===== src/design/idl_pkg.sv =====
// types and codes shared by the indexed list insert/delete unit
// no dependencies; imported by indexed_list_insert_delete_unit
`timescale 1ns / 1ps

package idl_pkg;

  // command codes
  typedef enum logic [1:0] {
    OP_APPEND = 2'd0,
    OP_INSERT = 2'd1,
    OP_DELETE = 2'd2,
    OP_READ   = 2'd3
  } op_e;

  // result status codes
  typedef enum logic [2:0] {
    STAT_OK    = 3'd0,
    STAT_NEG   = 3'd1,
    STAT_OOB   = 3'd2,
    STAT_EMPTY = 3'd3,
    STAT_FULL  = 3'd4
  } status_e;

  // sequencer states
  typedef enum logic [1:0] {
    S_IDLE,
    S_INSERT,
    S_DELETE,
    S_READ
  } state_e;

  // one command item
  typedef struct packed {
    op_e                op;
    logic signed [7:0]  position;
    logic signed [31:0] value;
  } cmd_t;

  // one result item
  typedef struct packed {
    status_e            status;
    logic signed [31:0] read_value;
    logic [4:0]         entry_count;
  } rsp_t;

endpackage


===== src/design/indexed_list_insert_delete_unit.sv =====
// positional list of signed 32-bit values kept in a single-port-write memory
// depends on idl_pkg
`timescale 1ns / 1ps

// Usage
//   command channel: cmd_i is taken at a rising edge where start is high and
//   busy is low. Commands: append, insert at position, delete at position,
//   read at position. Errors (negative position, out of bounds, empty, full)
//   leave the list unchanged.
//   result channel: done_o pulses for one cycle with rsp_o (status, value read,
//   entry count after the command). The receiver cannot stall; each item gives
//   exactly one result.
//   the result appears in the cycle after the item's last busy cycle.
//   Append and any rejected command finish without entering a busy state;
//   read issues one memory read and returns the registered read data;
//   insert moves the entries from the position up, top first, then writes
//   the new value; delete moves the entries above the position down, bottom
//   first. Each moved entry is read while the previous one is written back,
//   and the last write is drained before the final update.
//   throughput: busy is low again in the result cycle, so the next item can be
//   taken at the edge that ends it; appends and rejects go back to back.
//   reset: clears the entry count and the sequencer; the memory contents are
//   left as they are and are never read before being written.
module indexed_list_insert_delete_unit #(
  parameter int CAPACITY = 16
) (
  input  logic          clk_i,
  input  logic          rst_ni,
  input  logic          start,
  output logic          busy,
  input  idl_pkg::cmd_t cmd_i,
  output logic          done_o,
  output idl_pkg::rsp_t rsp_o
);

  import idl_pkg::*;

  localparam int AddrW = (CAPACITY > 1) ? $clog2(CAPACITY) : 1;
  localparam int CntW  = $clog2(CAPACITY + 1);
  localparam int PosW  = 7;
  localparam int CmpW  = (CntW > PosW) ? CntW : PosW;

  // list storage
  logic [31:0] mem_q [CAPACITY];
  logic [31:0] rd_data_q;

  logic             mem_we;
  logic [AddrW-1:0] mem_waddr;
  logic [31:0]      mem_wdata;
  logic [AddrW-1:0] mem_raddr;

  // sequencer and bookkeeping
  state_e           state_q, state_d;
  logic [CntW-1:0]  count_q, count_d;
  logic [CntW-1:0]  cur_q, cur_d;
  logic             wr_pend_q, wr_pend_d;
  logic [AddrW-1:0] wr_addr_q, wr_addr_d;
  logic [CmpW-1:0]  pos_q, pos_d;
  logic [31:0]      val_q, val_d;
  logic             done_q, done_d;
  rsp_t             rsp_q, rsp_d;

  logic [CmpW-1:0] pos_ext;
  logic [CmpW-1:0] cnt_ext;
  logic            pos_neg;
  logic            list_full;
  status_e         cmd_status;

  assign pos_neg   = cmd_i.position[7];
  assign pos_ext   = CmpW'(cmd_i.position[PosW-1:0]);
  assign cnt_ext   = CmpW'(count_q);
  assign list_full = (count_q == CntW'(CAPACITY));

  assign busy   = (state_q != S_IDLE);
  assign done_o = done_q;
  assign rsp_o  = rsp_q;

  // command checks: negative position first; delete tests empty before bounds
  always_comb begin
    cmd_status = STAT_OK;
    unique case (cmd_i.op)
      OP_APPEND: begin
        if (list_full) cmd_status = STAT_FULL;
      end
      OP_INSERT: begin
        if (pos_neg)                cmd_status = STAT_NEG;
        else if (pos_ext > cnt_ext) cmd_status = STAT_OOB;
        else if (list_full)         cmd_status = STAT_FULL;
      end
      OP_DELETE: begin
        if (pos_neg)                 cmd_status = STAT_NEG;
        else if (count_q == '0)      cmd_status = STAT_EMPTY;
        else if (pos_ext >= cnt_ext) cmd_status = STAT_OOB;
      end
      OP_READ: begin
        if (pos_neg)                 cmd_status = STAT_NEG;
        else if (pos_ext >= cnt_ext) cmd_status = STAT_OOB;
      end
      default: cmd_status = STAT_OK;
    endcase
  end

  // next state, memory access and result
  always_comb begin
    state_d   = state_q;
    count_d   = count_q;
    cur_d     = cur_q;
    wr_pend_d = 1'b0;
    wr_addr_d = wr_addr_q;
    pos_d     = pos_q;
    val_d     = val_q;
    done_d    = 1'b0;
    rsp_d     = rsp_q;
    mem_we    = 1'b0;
    mem_waddr = wr_addr_q;
    mem_wdata = rd_data_q;
    mem_raddr = AddrW'(cur_q);

    unique case (state_q)
      S_IDLE: begin
        if (start) begin
          pos_d = pos_ext;
          val_d = cmd_i.value;
          rsp_d.status      = cmd_status;
          rsp_d.read_value  = '0;
          rsp_d.entry_count = 5'(count_q);
          if (cmd_status != STAT_OK) begin
            done_d = 1'b1;
          end else begin
            unique case (cmd_i.op)
              OP_APPEND: begin
                mem_we    = 1'b1;
                mem_waddr = AddrW'(count_q);
                mem_wdata = cmd_i.value;
                count_d   = count_q + CntW'(1);
                rsp_d.entry_count = 5'(count_d);
                done_d    = 1'b1;
              end
              OP_INSERT: begin
                cur_d   = count_q;
                state_d = S_INSERT;
              end
              OP_DELETE: begin
                cur_d   = CntW'(pos_ext) + CntW'(1);
                state_d = S_DELETE;
              end
              OP_READ: begin
                mem_raddr = AddrW'(pos_ext);
                state_d   = S_READ;
              end
              default: state_d = S_IDLE;
            endcase
          end
        end
      end

      // move entries up one slot, top first, then write the new value
      S_INSERT: begin
        if (wr_pend_q) begin
          mem_we = 1'b1;
        end
        if (CmpW'(cur_q) > pos_q) begin
          mem_raddr = AddrW'(cur_q - CntW'(1));
          wr_pend_d = 1'b1;
          wr_addr_d = AddrW'(cur_q);
          cur_d     = cur_q - CntW'(1);
        end else if (!wr_pend_q) begin
          mem_we    = 1'b1;
          mem_waddr = AddrW'(pos_q);
          mem_wdata = val_q;
          count_d   = count_q + CntW'(1);
          rsp_d.entry_count = 5'(count_d);
          done_d    = 1'b1;
          state_d   = S_IDLE;
        end
      end

      // move entries above the position down one slot, bottom first
      S_DELETE: begin
        if (wr_pend_q) begin
          mem_we = 1'b1;
        end
        if (cur_q < count_q) begin
          mem_raddr = AddrW'(cur_q);
          wr_pend_d = 1'b1;
          wr_addr_d = AddrW'(cur_q - CntW'(1));
          cur_d     = cur_q + CntW'(1);
        end else if (!wr_pend_q) begin
          count_d   = count_q - CntW'(1);
          rsp_d.entry_count = 5'(count_d);
          done_d    = 1'b1;
          state_d   = S_IDLE;
        end
      end

      // read data is registered; it arrives in the cycle after the address
      S_READ: begin
        rsp_d.read_value = rd_data_q;
        done_d  = 1'b1;
        state_d = S_IDLE;
      end

      default: state_d = S_IDLE;
    endcase
  end

  // memory: one write port, one registered read port
  always_ff @(posedge clk_i) begin
    if (mem_we) begin
      mem_q[mem_waddr] <= mem_wdata;
    end
    rd_data_q <= mem_q[mem_raddr];
  end

  // control registers
  always_ff @(posedge clk_i or negedge rst_ni) begin
    if (!rst_ni) begin
      state_q   <= S_IDLE;
      count_q   <= '0;
      wr_pend_q <= 1'b0;
      done_q    <= 1'b0;
    end else begin
      state_q   <= state_d;
      count_q   <= count_d;
      wr_pend_q <= wr_pend_d;
      done_q    <= done_d;
    end
  end

  // payload registers
  always_ff @(posedge clk_i) begin
    cur_q     <= cur_d;
    wr_addr_q <= wr_addr_d;
    pos_q     <= pos_d;
    val_q     <= val_d;
    rsp_q     <= rsp_d;
  end

endmodule

===== config.mk =====
export PLATFORM = sky130hd
export DESIGN_NAME = indexed_list_insert_delete_unit
export DESIGN_NICKNAME = d
export VERILOG_FILES = /design/src/design/idl_pkg.sv /design/src/design/indexed_list_insert_delete_unit.sv
export SDC_FILE = /design/constraint.sdc
export NUM_CORES = 1
export LEC_CHECK = 0
export BUFFER_PORTS_ARGS = -buffer_cell sky130_fd_sc_hd__buf_2
export CORE_MARGIN = 2
export CORE_UTILIZATION = 50
export DETAILED_ROUTE_END_ITERATION = 8
export HOLD_SLACK_MARGIN = 0.03
export PLACE_DENSITY = 0.66
export REMOVE_ABC_BUFFERS = 1
export SYNTH_ARGS = -nofsm -noshare
export SYNTH_HDL_FRONTEND = slang
export SYNTH_SLANG_ARGS = --single-unit
export TNS_END_PERCENT = 20

===== constraint.sdc =====
create_clock -name clk_i -period 6.14 [get_ports clk_i]
set_clock_uncertainty 0.1 [all_clocks]
set_input_delay 1.228 -clock clk_i [delete_from_list [all_inputs] [get_ports clk_i]]
set_output_delay 1.228 -clock clk_i [all_outputs]
set_load 0.03 [all_outputs]

After elaboration in Yosys (flattened, before gate mapping) --
Memories as Yosys holds them, arrays and structs flattened. A register that Yosys moved wholly into a read port is not among the register bits. Cells that the tools add are included.
Word-level totals: flip-flop bits (word level) 97, bits in latches 0, RAM bits 512, bits in read-only memories 0, input bits 45, logic and storage cells 122, memories 1
Operators by class: add/subtract/negate cells 5, multiply operators 0, div/mod/pow operators 0, magnitude comparators 4, eq/ne operators 17, shift operators 0, mux-type cells 70, bitwise operators 0, reductions and logical operators 14
Memory list:
- mem_q | depth 16, bits a word 32, rd ports 1, clocked after Yosys merged registers in 1, wr ports 1, line indexed_list_insert_delete_unit.sv:44 | logic [31:0] mem_q [CAPACITY];
Operators with widths (count):
- 32-bit 2-to-1 mux | 5
- 32-bit case mux with 2 select lines | 2
- 5-bit 2-to-1 mux | 11
- 5-bit case mux with 3 select lines | 3
- 4-bit 2-to-1 mux | 11
- 37-bit 2-to-1 mux | 1
- 4-bit case mux with 2 select lines | 3
- 2-bit 2-to-1 mux | 9
- 2-bit != test, second input constant | 8
- 5-bit by 1-bit adder with 5-bit output, second input constant | 3
- 1-bit 2-to-1 mux | 15
- 3-bit case mux with 4 select lines | 1
- 6-bit AND reduction | 2
- 5-bit case mux with 2 select lines | 1
- 5-bit by 1-bit subtractor with 5-bit output, second input constant | 2
- 3-bit 2-to-1 mux | 3
- 2-bit == test, second input constant | 4
- 2-bit case mux with 4 select lines | 1
- 7-bit by 5-bit greater-or-equal comparator with 1-bit output | 1
- 5-bit by 7-bit > comparator with 1-bit output | 1
- 7-bit by 5-bit > comparator with 1-bit output | 1
- 2-bit case mux with 3 select lines | 1
- 2-bit nonzero test | 3
- 3-bit nonzero test | 2
- other kinds (13) | 16

Logic depth before layout (Yosys ltp) --
depth after elaboration 11, mapped depth 12, depth with buffers taken out 10

Worst setup path after synthesis --
OpenSTA, ideal clock, no wires.
path type input port to flip-flop, from input port cmd_i[41] (netlist name), to memory mem_q[0][0], enable pin, arrival 4.154 ns, data required time 5.619 ns, slack 1.465 ns, stages 9, cell sequence clkbuf_1 a311oi_1 nand2_1 clkbuf_1 nand2_1 a21oi_1 a221oi_1 nand2_1 nor2_1
On the way: longest elaborated chain between the ends 8, elaborated cells between the ends (all ways) 16, classes of those cells eq/ne (3); mux (11); reduce/logical (2)
Ends and longest elaborated chain:
- from (decl) | line indexed_list_insert_delete_unit.sv:31 | input idl_pkg::cmd_t cmd_i,
- 2-bit == test (tied with other cells) | line indexed_list_insert_delete_unit.sv:81 | unique case (cmd_i.op)
- 3-bit case mux with 4 select lines | line indexed_list_insert_delete_unit.sv:81
- 3-bit nonzero test | line indexed_list_insert_delete_unit.sv:127 | if (cmd_status != STAT_OK) begin
- 1-bit 2-to-1 mux | line indexed_list_insert_delete_unit.sv:127
- 1-bit 2-to-1 mux | line indexed_list_insert_delete_unit.sv:121 | if (start) begin
- 1-bit case mux with 3 select lines | line indexed_list_insert_delete_unit.sv:119 | unique case (state_q)
- 1-bit 2-to-1 mux | line indexed_list_insert_delete_unit.sv:209 | if (mem_we) begin
- 1-bit 2-to-1 mux (not written as such) | line indexed_list_insert_delete_unit.sv:210 | mem_q[mem_waddr] <= mem_wdata;
- to (decl) | line indexed_list_insert_delete_unit.sv:44
Parallel ways exist; a longest one is shown, timed or not.

Final worst setup path --
from register cur_q[3], to memory mem_q[2][31], enable pin
On the way: longest elaborated chain between the ends 5, elaborated cells between the ends (all ways) 7, classes of those cells order compare (1); mux (6)
Ends and longest elaborated chain:
- from (decl) | line indexed_list_insert_delete_unit.sv:55 | logic [CntW-1:0] cur_q, cur_d;
- from (signal assigned) | line indexed_list_insert_delete_unit.sv:232 | cur_q <= cur_d;
- 5-bit by 7-bit > comparator with 1-bit output (*) | line indexed_list_insert_delete_unit.sv:162 | if (CmpW'(cur_q) > pos_q) begin
- 1-bit 2-to-1 mux | line indexed_list_insert_delete_unit.sv:162
- 1-bit case mux with 3 select lines | line indexed_list_insert_delete_unit.sv:119
- 1-bit 2-to-1 mux | line indexed_list_insert_delete_unit.sv:209
- 1-bit 2-to-1 mux (not written as such) | line indexed_list_insert_delete_unit.sv:210
Every way passes the cells marked *; elsewhere a longest branch is shown, timed or not.

==> impl_metrics.json <==
{
  "worstPathArrival_ns": 4.79,
  "required_ns": 6.32,
  "ys_seq_elements": 641,
  "wire_per_inst_um": 25.69,
  "io_pins": 87,
  "clock-sinks": 641,
  "layout-drive-gt1-share": 0.1408,
  "grt_max_degree": 145,
  "viasPerCell": 6.338,
  "first_pass_iters": 6,
  "relSlewSlack": 0.09618,
  "rrSetupSlack_ns": 1.54,
  "fp.dieArea_sq_mm": 0.05601,
  "mappedNetlistArea_sq_mm": 0.02706,
  "worstPathMaxFanout": 20,
  "cts_tree": "built",
  "htree_levels": 3,
  "track_usage": 0.2441,
  "start_kind": "register",
  "cts_setup_buffers": 0,
  "grt_pass1_vias": 16200,
  "mostFrequentLayoutCell": "edfxtp_1",
  "outcome": "finished, final reports clean",
  "diodes": 0,
  "synth_cells": 1854,
  "synth_largest_area_cell": "edfxtp_1",
  "synth-edff-count": 600,
  "portBuffers": 86,
  "synth_area_leaders": "edfxtp_1, mux2i_1, a221o_1",
  "hold_buffers": 0,
  "report.final.slew_viol_count": 0,
  "rows": 85,
  "drtIter0Drc": 1985,
  "use_met2": 0.3792,
  "grt_pass1_wl_um": 102100,
  "antenna_found_initial": 0,
  "cts_buffer_depth": 3,
  "num_vias": 16880,
  "hold_viol": 0,
  "hold_path.class": "input port to async pin",
  "rsz0062_at_grt": "no",
  "ys_seq_area_frac": 0.6977,
  "gp_congestion": 0.9042,
  "clk_latency_ns": 0.61,
  "grt.overflow.total": 0,
  "start_util": 0.5039,
  "wl_um": 68400,
  "cts.reportedPaths.clkPinSlew_ns": 0.06,
  "avgSynthCellArea_sq_um": 14.60,
  "synth_cell_types": 61,
  "layout_common_cells": "edfxtp_1, nand2_1, mux2i_1",
  "die_height_um": 236.7,
  "tightest_slew_ns": 1.356,
  "grt_util_met3": 0.04826,
  "period_needed_ns": 4.602,
  "final-setup-viol-count": 0,
  "fin_crit_sh": 0.7496,
  "maxCapViolCount": 0,
  "hold_slack_ns": 0.3765,
  "area_growth_pct": 12.60,
  "ctsResizeCount": 0,
  "busiest_layer": "met2",
  "synth_top_area_share": 0.6657,
  "cts_root_buf": "clkbuf_16",
  "use_met1": 0.3483,
  "drcViolationCount": 0,
  "path_class": "register to register",
  "cts-buffers-inserted": 67,
  "dp_hpwl_um": 37530,
  "yosysWarningCount": 0,
  "end_kind": "register",
  "die_x_um": 236.7,
  "synthFlopType": "edfxtp_1",
  "max_freq_mhz": 217.3,
  "drtAntennaViolNets": 0,
  "core_sq_mm": 0.05371,
  "async_flop_share": 0.01404,
  "finalNetCount": 1984
}
==> synthesized netlist by cell type, types with 8 or more instances <==
library cell,number
o21ai_0,13
and3_1,99
and2_1,36
buf_6,9
mux2_2,9
a32o_1,32
o32a_1,32
o221ai_1,21
a211oi_1,74
a21boi_0,64
mux2i_1,106
dfxtp_1,32
edfxtp_1,600
a221o_1,67
inv_1,39
ha_1,26
nand3_1,41
o32ai_1,32
a222oi_1,15
clkbuf_1,100
buf_2,34
nor2_1,32
xnor2_1,8
nand2_1,169
dfrtp_1,9
a21oi_1,80
==> area by class of cell <==
| class | count | area [sq um] |
|---|---|---|
| clock buffer | 94 | 1841 |
| clock inverter | 29 | 225.2 |
| fill | 4183 | 23230 |
| inverter | 40 | 150.1 |
| multi-input combinational | 1025 | 7546 |
| sequential | 641 | 18880 |
| tap | 696 | 870.8 |
| timing repair buffer | 138 | 958.4 |
==> logic make-up after synthesis <==
| logic type | share of synthesized area |
|---|---|
| multiplexers | 0.04336 |
| flip-flops | 0.6977 |
| AND/OR/NAND/NOR | 0.07360 |
| buffers and inverters | 0.03056 |
| AO/OA/AOI/OAI | 0.1389 |
| adder cells (fa/ha/maj) | 0.01202 |
| XOR/XNOR | 0.003883 |
==> critical path: stages, from the launching register on <==
cell	delay (ns)
edfxtp_1	0.55
ha_1	0.37
a21o_1	0.18
a21oi_1	0.35
a21oi_1	0.23
nor2_2	0.44
mux2_2	0.41
a221oi_1	0.32
nand2_1	0.32
nor2_4	0.68
buf_12	0.31
==> per-layer routing <==
layer	vias to the layer above	part of all wire
met5	-	0.0021
met4	2	0.022
met3	109	0.088
met2	753	0.46
met1	8509	0.43
li1	7504	-
==> state kept, by name, summed over array words and instances, names as in the netlist <==
register	count
wr_addr_q	4
cur_q	5
done_o	1
rsp_o	40
val_q	32
count_q	5
wr_pend_q	1
pos_q	7
state_q	2
rd_data_q	32
mem_q	512
==> per-stage QoR <==
stage          instance area [sq um]    util  cells  setup WS, ns  TNS (ns)
2_1_floorplan                  26390       -   1706        -2.458    -78.64
3_3_place_gp                   28390  0.5286   2540         1.272         0
3_5_place_dp                   28390  0.5286   2540         1.242         0
4_1_cts                        30460  0.5671   2663         1.597         0
5_1_grt                        30470  0.5674   2663         1.238         0
6_report                       30470  0.5674   2663         1.538         0
==> path summary, 6_finish.rpt <==
check / start / to / cells after the start
worst max-delay path: cur_q[3] / mem_q[2][31] / 10
worst min-delay path: rst_ni / state_q[0] / 1
worst max register to register: cur_q[3] / mem_q[2][31] / 10
worst min register to register: rd_data_q[7] / rsp_o[12] / 2
max in group asynchronous: rst_ni / state_q[1] / 1
min in group clk_i: rd_data_q[7] / rsp_o[12] / 2
Power is left out: the tool's default activity adds up to more than one toggle a clock period on the data nets, which glitch-free logic cannot reach.
